===== src/rtl/fes_pkg.sv =====
`timescale 1ns / 1ps

package fes_pkg;

  localparam int QDEPTH = 4;
  localparam int QPTR_W = $clog2(QDEPTH);
  localparam int QCNT_W = QPTR_W + 1;

  localparam int IN_TDATA_W  = 8;
  localparam int OUT_TDATA_W = 16;

  localparam logic [7:0] BUDGET_RESET = 8'd3;
  localparam logic [7:0] COUNT_MAX    = 8'd255;
  localparam logic [2:0] CAUSE_DEVICE_LOST = 3'd1;
  localparam logic [2:0] CAUSE_NONE        = 3'd0;

  typedef enum logic [2:0] {
    ACT_FAULT    = 3'd0,
    ACT_TERMINAL = 3'd1,
    ACT_SUCCESS  = 3'd2,
    ACT_RETRY    = 3'd3,
    ACT_STOP     = 3'd4
  } action_t;

  typedef enum logic [1:0] {
    FK_PRESSURE = 2'd0,
    FK_INTERNAL = 2'd1,
    FK_DEV_LOST = 2'd2
  } fault_kind_t;

  localparam logic [2:0] TERM_RUNNING = 3'd0;

  typedef enum logic [1:0] {
    MODE_HEALTHY   = 2'd0,
    MODE_PRESSURE  = 2'd1,
    MODE_SUSPENDED = 2'd2,
    MODE_DEAD      = 2'd3
  } mode_t;

  typedef enum logic [2:0] {
    EV_NONE,
    EV_PRESSURE,
    EV_INTERNAL,
    EV_DEV_LOST,
    EV_TERMINAL,
    EV_SUCCESS,
    EV_RETRY,
    EV_STOP
  } ev_kind_t;

  localparam int CFG_IDX_W = 1;
  localparam logic [CFG_IDX_W-1:0] CFG_PRESSURE_BUDGET = 1'd0;
  localparam logic [CFG_IDX_W-1:0] CFG_INTERNAL_BUDGET = 1'd1;

  typedef struct packed {
    ev_kind_t   kind;
    logic [2:0] cause;
  } fes_event_t;

  typedef struct packed {
    logic       run_reclaim;
    logic       pressure_notice;
    logic       pressure_suspend_notice;
    logic       internal_suspend_notice;
    logic       dead_notice;
    logic [2:0] cause_out;
    mode_t      mode_out;
  } fes_result_t;

endpackage


===== src/rtl/fes_front.sv =====
`timescale 1ns / 1ps

module fes_front import fes_pkg::*; (
  input  logic                  clk,
  input  logic                  rst_n,
  input  logic                  in_tvalid,
  output logic                  in_tready,
  input  logic [IN_TDATA_W-1:0] in_tdata,
  output logic                  push,
  output fes_event_t            push_ev,
  input  logic                  q_full
);

  logic       fv_r;
  fes_event_t ev_r;
  fes_event_t ev_nxt;
  logic [2:0] act;
  logic [1:0] kind;
  logic [2:0] code;

  assign act  = in_tdata[2:0];
  assign kind = in_tdata[4:3];
  assign code = in_tdata[7:5];

  always_comb begin
    ev_nxt.kind  = EV_NONE;
    ev_nxt.cause = CAUSE_NONE;
    unique case (act)
      ACT_FAULT: begin
        unique case (kind)
          FK_PRESSURE: ev_nxt.kind = EV_PRESSURE;
          FK_DEV_LOST: begin
            ev_nxt.kind  = EV_DEV_LOST;
            ev_nxt.cause = CAUSE_DEVICE_LOST;
          end
          // The unused kind is treated like an internal fault.
          default:     ev_nxt.kind = EV_INTERNAL;
        endcase
      end
      ACT_TERMINAL: begin
        if (code != TERM_RUNNING) begin
          ev_nxt.kind  = EV_TERMINAL;
          ev_nxt.cause = code;
        end
      end
      ACT_SUCCESS: ev_nxt.kind = EV_SUCCESS;
      ACT_RETRY:   ev_nxt.kind = EV_RETRY;
      ACT_STOP:    ev_nxt.kind = EV_STOP;
      default:     ev_nxt.kind = EV_NONE;
    endcase
  end

  assign push      = fv_r && !q_full;
  assign push_ev   = ev_r;
  assign in_tready = !fv_r || !q_full;

  always_ff @(posedge clk) begin
    if (!rst_n) begin
      fv_r <= 1'b0;
    end else if (in_tready) begin
      fv_r <= in_tvalid;
    end
  end

  always_ff @(posedge clk) begin
    if (in_tready && in_tvalid) begin
      ev_r <= ev_nxt;
    end
  end

endmodule


===== src/rtl/fes_queue.sv =====
`timescale 1ns / 1ps

module fes_queue import fes_pkg::*; (
  input  logic       clk,
  input  logic       rst_n,
  input  logic       push,
  input  fes_event_t push_ev,
  output logic       full,
  input  logic       pop,
  output fes_event_t head_ev,
  output logic       empty
);

  fes_event_t        slot_r [QDEPTH];
  logic [QPTR_W-1:0] wr_ptr_r;
  logic [QPTR_W-1:0] rd_ptr_r;
  logic [QCNT_W-1:0] cnt_r;
  logic [QCNT_W-1:0] cnt_nxt;

  assign full    = (cnt_r == QCNT_W'(QDEPTH));
  assign empty   = (cnt_r == '0);
  assign head_ev = slot_r[rd_ptr_r];

  always_comb begin
    cnt_nxt = cnt_r;
    if (push && !pop) begin
      cnt_nxt = cnt_r + 1'b1;
    end else if (pop && !push) begin
      cnt_nxt = cnt_r - 1'b1;
    end
  end

  always_ff @(posedge clk) begin
    if (!rst_n) begin
      wr_ptr_r <= '0;
      rd_ptr_r <= '0;
      cnt_r    <= '0;
    end else begin
      cnt_r <= cnt_nxt;
      if (push) begin
        wr_ptr_r <= wr_ptr_r + 1'b1;
      end
      if (pop) begin
        rd_ptr_r <= rd_ptr_r + 1'b1;
      end
    end
  end

  always_ff @(posedge clk) begin
    if (push) begin
      slot_r[wr_ptr_r] <= push_ev;
    end
  end

endmodule


===== src/rtl/fes_back.sv =====
`timescale 1ns / 1ps

module fes_back import fes_pkg::*; (
  input  logic                   clk,
  input  logic                   rst_n,
  input  logic                   cfg_we,
  input  logic [CFG_IDX_W-1:0]   cfg_index,
  input  logic [7:0]             cfg_wdata,
  input  logic                   q_empty,
  input  fes_event_t             head_ev,
  output logic                   pop,
  output logic                   out_tvalid,
  input  logic                   out_tready,
  output logic [OUT_TDATA_W-1:0] out_tdata
);

  logic [7:0]  p_budget_r;
  logic [7:0]  i_budget_r;
  mode_t       mode_r, mode_nxt;
  logic [7:0]  p_cnt_r, p_cnt_nxt;
  logic [7:0]  i_cnt_r, i_cnt_nxt;
  logic [2:0]  cause_r, cause_nxt;
  logic        dead_arm_r, dead_arm_nxt;
  logic        susp_arm_r, susp_arm_nxt;
  logic        stopped_r, stopped_nxt;
  logic        ov_r;
  fes_result_t res_r, res_nxt;
  logic [7:0]  p_inc;
  logic [7:0]  i_inc;

  assign pop        = !q_empty && (!ov_r || out_tready);
  assign out_tvalid = ov_r;
  assign out_tdata  = {6'd0, res_r.mode_out, res_r.cause_out, res_r.dead_notice,
                       res_r.internal_suspend_notice, res_r.pressure_suspend_notice,
                       res_r.pressure_notice, res_r.run_reclaim};

  assign p_inc = (p_cnt_r == COUNT_MAX) ? p_cnt_r : p_cnt_r + 8'd1;
  assign i_inc = (i_cnt_r == COUNT_MAX) ? i_cnt_r : i_cnt_r + 8'd1;

  always_comb begin
    mode_nxt     = mode_r;
    p_cnt_nxt    = p_cnt_r;
    i_cnt_nxt    = i_cnt_r;
    cause_nxt    = cause_r;
    dead_arm_nxt = dead_arm_r;
    susp_arm_nxt = susp_arm_r;
    stopped_nxt  = stopped_r;
    res_nxt      = '0;
    unique case (head_ev.kind)
      EV_DEV_LOST, EV_TERMINAL: begin
        if (mode_r != MODE_DEAD) begin
          mode_nxt          = MODE_DEAD;
          cause_nxt         = head_ev.cause;
          res_nxt.cause_out = head_ev.cause;
          res_nxt.dead_notice = dead_arm_r;
          dead_arm_nxt      = 1'b0;
        end
      end
      EV_PRESSURE: begin
        if (mode_r != MODE_DEAD && mode_r != MODE_SUSPENDED) begin
          p_cnt_nxt = p_inc;
          if (p_inc <= p_budget_r) begin
            res_nxt.run_reclaim     = 1'b1;
            res_nxt.pressure_notice = (p_inc == 8'd1);
            mode_nxt                = MODE_PRESSURE;
          end else begin
            res_nxt.pressure_suspend_notice = susp_arm_r;
            susp_arm_nxt                    = 1'b0;
            mode_nxt                        = MODE_SUSPENDED;
          end
        end
      end
      EV_INTERNAL: begin
        if (mode_r != MODE_DEAD && mode_r != MODE_SUSPENDED) begin
          i_cnt_nxt = i_inc;
          if (i_inc >= i_budget_r) begin
            res_nxt.internal_suspend_notice = susp_arm_r;
            susp_arm_nxt                    = 1'b0;
            mode_nxt                        = MODE_SUSPENDED;
          end
        end
      end
      EV_SUCCESS: begin
        if (mode_r == MODE_HEALTHY || mode_r == MODE_PRESSURE) begin
          p_cnt_nxt = '0;
          i_cnt_nxt = '0;
          mode_nxt  = MODE_HEALTHY;
        end
      end
      EV_RETRY: begin
        if (mode_r == MODE_SUSPENDED && !stopped_r) begin
          p_cnt_nxt    = '0;
          i_cnt_nxt    = '0;
          mode_nxt     = MODE_HEALTHY;
          susp_arm_nxt = 1'b1;
        end
      end
      EV_STOP: begin
        if (mode_r == MODE_SUSPENDED) begin
          stopped_nxt  = 1'b1;
          susp_arm_nxt = 1'b0;
        end
      end
      default: ;
    endcase
    res_nxt.mode_out = mode_nxt;
  end

  always_ff @(posedge clk) begin
    if (!rst_n) begin
      p_budget_r <= BUDGET_RESET;
      i_budget_r <= BUDGET_RESET;
    end else if (cfg_we) begin
      unique case (cfg_index)
        CFG_PRESSURE_BUDGET: p_budget_r <= cfg_wdata;
        CFG_INTERNAL_BUDGET: i_budget_r <= cfg_wdata;
        default: ;
      endcase
    end
  end

  always_ff @(posedge clk) begin
    if (!rst_n) begin
      mode_r     <= MODE_HEALTHY;
      p_cnt_r    <= '0;
      i_cnt_r    <= '0;
      cause_r    <= CAUSE_NONE;
      dead_arm_r <= 1'b1;
      susp_arm_r <= 1'b1;
      stopped_r  <= 1'b0;
      ov_r       <= 1'b0;
    end else begin
      if (pop) begin
        mode_r     <= mode_nxt;
        p_cnt_r    <= p_cnt_nxt;
        i_cnt_r    <= i_cnt_nxt;
        cause_r    <= cause_nxt;
        dead_arm_r <= dead_arm_nxt;
        susp_arm_r <= susp_arm_nxt;
        stopped_r  <= stopped_nxt;
      end
      if (pop) begin
        ov_r <= 1'b1;
      end else if (out_tready) begin
        ov_r <= 1'b0;
      end
    end
  end

  always_ff @(posedge clk) begin
    if (pop) begin
      res_r <= res_nxt;
    end
  end

endmodule


===== src/rtl/fault_escalation_supervisor.sv =====
`timescale 1ns / 1ps

// Fault escalation supervisor: tracks a worker's health from a stream of
// events and answers each event with exactly one result beat.
// Input channel in_*: one event per beat (action, fault kind, terminal code).
// Result channel out_*: effect flags, dead cause and the mode after the event.
// Configuration port cfg_*: index 0 sets the pressure retry budget, index 1
// the internal retry budget; write only while no events are in flight.
// An accepted event passes a classify register, a four-entry queue and the
// state update, whose registered result drives out_tvalid and out_tdata.
// One event is accepted per cycle while the queue is not full; each
// event depends on the previous one only via compare and increment logic.
// Synchronous active-low reset returns the mode to healthy, clears both
// counters and the stored cause, arms both one-shot notices, clears the
// stopped flag, reloads both budgets to 3 and empties all pipeline state.
// When the receiver holds out_tready low the result register keeps its beat,
// the queue absorbs up to four more events plus one in the classify stage,
// and in_tready then drops until space frees up.

module fault_escalation_supervisor import fes_pkg::*; (
  input  logic                   clk,
  input  logic                   rst_n,
  input  logic                   in_tvalid,
  output logic                   in_tready,
  // [2:0] action, [4:3] fault_kind, [7:5] terminal_code
  input  logic [IN_TDATA_W-1:0]  in_tdata,
  output logic                   out_tvalid,
  input  logic                   out_tready,
  // [0] run_reclaim, [1] pressure_notice, [2] pressure_suspend_notice,
  // [3] internal_suspend_notice, [4] dead_notice, [7:5] cause_out,
  // [9:8] mode_out, [15:10] zero
  output logic [OUT_TDATA_W-1:0] out_tdata,
  input  logic                   cfg_we,
  input  logic [CFG_IDX_W-1:0]   cfg_index,
  input  logic [7:0]             cfg_wdata
);

  logic       push;
  fes_event_t push_ev;
  logic       q_full;
  logic       q_empty;
  logic       pop;
  fes_event_t head_ev;

  fes_front u_front (
    .clk       (clk),
    .rst_n     (rst_n),
    .in_tvalid (in_tvalid),
    .in_tready (in_tready),
    .in_tdata  (in_tdata),
    .push      (push),
    .push_ev   (push_ev),
    .q_full    (q_full)
  );

  fes_queue u_queue (
    .clk     (clk),
    .rst_n   (rst_n),
    .push    (push),
    .push_ev (push_ev),
    .full    (q_full),
    .pop     (pop),
    .head_ev (head_ev),
    .empty   (q_empty)
  );

  fes_back u_back (
    .clk        (clk),
    .rst_n      (rst_n),
    .cfg_we     (cfg_we),
    .cfg_index  (cfg_index),
    .cfg_wdata  (cfg_wdata),
    .q_empty    (q_empty),
    .head_ev    (head_ev),
    .pop        (pop),
    .out_tvalid (out_tvalid),
    .out_tready (out_tready),
    .out_tdata  (out_tdata)
  );

endmodule

===== config.mk =====
export PLATFORM = sky130hd
export DESIGN_NAME = fault_escalation_supervisor
export DESIGN_NICKNAME = d
export VERILOG_FILES = /design/src/rtl/fes_pkg.sv /design/src/rtl/fes_front.sv /design/src/rtl/fes_queue.sv /design/src/rtl/fes_back.sv /design/src/rtl/fault_escalation_supervisor.sv
export SDC_FILE = /design/constraint.sdc
export NUM_CORES = 1
export LEC_CHECK = 0
export BUFFER_PORTS_ARGS = -buffer_cell sky130_fd_sc_hd__clkbuf_2
export CAP_MARGIN = 20
export CORE_AREA = 2 2 112 114
export DETAILED_ROUTE_END_ITERATION = 12
export DIE_AREA = 0 0 114 116
export PLACE_DENSITY = 0.53
export SETUP_SLACK_MARGIN = 0.2
export SKIP_LAST_GASP = 1
export SLEW_MARGIN = 20
export SYNTH_ARGS = -nofsm -noshare
export SYNTH_HDL_FRONTEND = slang
export SYNTH_SLANG_ARGS = --single-unit

===== constraint.sdc =====
create_clock -name clk -period 6.86 [get_ports clk]
set_input_delay 1.372 -clock clk [delete_from_list [all_inputs] [get_ports clk]]
set_output_delay 1.372 -clock clk [all_outputs]
set_load 0.1 [all_outputs]

==> impl_metrics.toml <==
[global_route]
grt_max_degree = 52
antenna_found_initial = 0
track_usage_pct = 14.8
grt_overflow = 0
first_global_vias = 3200
grt_pass1_wl_mm = 15.4

[final_layout]
fill_cells = 1154
area_growth_pct = 11.4
finalInstanceArea_mm2 = 0.00513
fin_util_pct = 43.0
antenna_cells = 0
final_common_cell = "nand2_1"
drive_gt1_share_pct = 12.7
layout_common_cells = "52 x nand2_1, 48 x dfxtp_1, 40 x edfxtp_1, 33 x clkbuf_2, 28 x inv_1"
nNetsFinal = 541

[min_path]
min-delay-start = "u_back.i_budget_r[0]"
hold_depth = 2
whs_endpoint = "u_back.i_budget_r[0]"
worstHoldPathType = "register to register"

[worst_setup_path]
regToRegStartpoint = "u_back.p_cnt_r[0]"
cp.arrival_ns = 3.82
reg2reg_slack_ns = 3.20
cp-end-kind = "register"
worstPathRequired_ns = 7.02
path_class = "register to register"
r2r-end = "u_back.out_tdata[1]"
start_kind = "register"
crit_fanout = 7
reg2reg_depth = 11

[sta]
fmax_mhz = 273
slew_viol_final = 0
fin_crit_ns = 3.66
rsz0062_at_grt = "no"
finalSetupViolations = 0
setup_tns_ns = 0
hold_viol_final = 0
fin_crit_sh_pct = 53.4
fin_skew_ns = 0.00746
worst_slew_margin_rel_pct = 41.0
worst_pin_slew_ns = 0.884

[power_and_ir_drop]
power.leakage_nw = 2.04
p_per_area_mw_per_mm2 = 372
power.total_mw = 1.91
vdd_drop_max_mv = 0.186

[die]
num_rows = 40
die_x_um = 114
io-pin-count = 40
dieArea_mm2 = 0.0132
start_util_pct = 38.6
die_h_um = 116
core_mm2 = 0.0119

[clocking]
cts_setup_buffers = 0
cts-root-buf = "clkbuf_16"
cts_max_level = 3
clk_latency_ns = 0.35
numCtsBuffers = 9
cts_sinks = 88
cts_tree = "yes"
ctsResizeCount = 0
holdBufCountCts = 0
cts_buffer_depth = 2
path_clk_slew_ns = 0.07

[synthesis]
syn_area_mm2 = 0.00460
synth-seq-cells = 88
syn_inst = 466
synth_top_area_share_pct = 26.1
yosys_warnings = 0
synth_edf_count = 40
synth_flop_cell = "dfxtp_1"
synth.distinct_cells = 51
synth.avg_cell_area_um2 = 9.88
synthArstFlopShare_pct = 0
synth_seq_area_share_pct = 47.0
synth.area.top_cells = "edfxtp_1 26%, dfxtp_1 21%, ha_1 7.3%, nand2_1 4.2%, a21boi_0 2.9%"
yosysTopAreaCell = "edfxtp_1"

[placed_design]
place_congestion = 0.819
dp.final_hpwl_mm = 6.39
placed_area_mm2 = 0.00485
port_buffers = 33

[drt]
routed_wl_mm = 8.91
drtIter0Drc = 168
viasPerCell = 5.10
post_drt_wl_per_cell_um = 13.9
via_count = 3281
firstDrtPassIters = 4
ant_nets = 0
drcViolationCount = 0

[status]
status = "finished, final reports clean"

[run]
maxCapViolCount = 0
==> worst max-delay path by stage <==
| stage | startpoint | to | slack, ns | cells past startpoint |
|---|---|---|---|---|
| 6_report | u_back.p_cnt_r[0] | u_back.out_tdata[1] | 3.20 | 11 |
| 4_1_cts | u_back.p_cnt_r[0] | u_back.out_tdata[1] | 3.19 | 11 |
| 3_5_place_dp | out_tready | u_back.p_cnt_r[0] | 3.10 | 7 |
| 3_3_place_gp | out_tready | u_back.p_cnt_r[0] | 3.21 | 7 |
| 2_1_floorplan | u_back.p_cnt_r[0] | u_back.out_tdata[9] | 3.87 | 11 |
| 5_1_grt | u_back.p_cnt_r[0] | u_back.out_tdata[1] | 2.75 | 11 |
==> layout make-up <==
type,instances,area [µm²],area share (%)
Inverter,28,105,2.05
Timing Repair Buffer,33,165,3.22
Sequential cell,88,2160,42.2
Clock inverter,6,51.3,1.00
Multi-Input combinational cell,331,2230,43.5
Tap cell,147,184,3.59
Clock buffer,10,229,4.47
==> Yosys cell counts (5+ instances only) <==
| library cell | count |
|---|---|
| a21boi_0 | 18 |
| o21ai_0 | 19 |
| ha_1 | 27 |
| xor2_1 | 5 |
| dfxtp_1 | 48 |
| and3_1 | 11 |
| a21o_1 | 6 |
| buf_4 | 6 |
| clkbuf_1 | 13 |
| nand2_1 | 52 |
| nor2_1 | 27 |
| and2_1 | 18 |
| nor2b_1 | 17 |
| mux2i_1 | 5 |
| a31oi_1 | 7 |
| inv_1 | 28 |
| nor3_1 | 8 |
| nand3_1 | 23 |
| mux4_2 | 6 |
| edfxtp_1 | 40 |
| xnor2_1 | 6 |
| a21oi_1 | 16 |
| nand4_1 | 6 |
==> routing by layer <==
layer	wire, µm	global-route usage (%)
met1	4280	19.0
met2	4180	24.4
met3	318	3.45
met4	131	5.37
met5	0	0
==> power by group <==
group,internal [mW],switching [mW]
registers,0.648,0.0625
clock network,0.250,0.215
logic,0.204,0.530
==> metrics by stage <==
stage / hold slack, ns / setup slack (ns) / std cells
after floorplan: 0.440 / 3.87 / 471
after global placement: 0.461 / 3.21 / 627
after detailed placement: 0.470 / 3.10 / 627
after CTS: 0.479 / 3.19 / 643
after global routing: 0.501 / 2.75 / 643
final: 0.476 / 3.20 / 643
==> kinds of logic (layout without fill, tap and decap cells) <==
group	after synthesis	count (layout)	synth area share, %
compound gates	91	91	13.3
xor+xnor	11	11	2.09
fa+ha+maj	28	28	7.77
buf+inv	52	77	5.00
flops	88	88	47.0
mux	15	15	5.00
other cells	1	6	0.0815
simple gates	180	180	19.7
==> flip-flops by register name, summed over array words and instances, names as in the netlist, 2 cells and up, named ones only <==
| signal | cells |
|---|---|
| u_back.i_budget_r | 8 |
| u_back.i_cnt_r | 8 |
| u_back.mode_r | 2 |
| u_back.out_tdata | 10 |
| u_back.p_budget_r | 8 |
| u_back.p_cnt_r | 8 |
| u_front.push_ev | 6 |
| u_queue.cnt_r | 3 |
| u_queue.rd_ptr_r | 2 |
| u_queue.slot_r | 24 |
| u_queue.wr_ptr_r | 2 |
==> critical path: stages, from the launching register on <==
cell,delay (ns)
dfxtp_1,0.46
ha_1,0.28
nand2_1,0.11
nor3_1,0.49
mux2_2,0.42
ha_1,0.29
nor2b_1,0.13
o211ai_1,0.15
a21oi_1,0.08
o21ai_0,0.55
and3_1,0.27
nor4b_1,0.23
(Power assumes the default switching activity.)
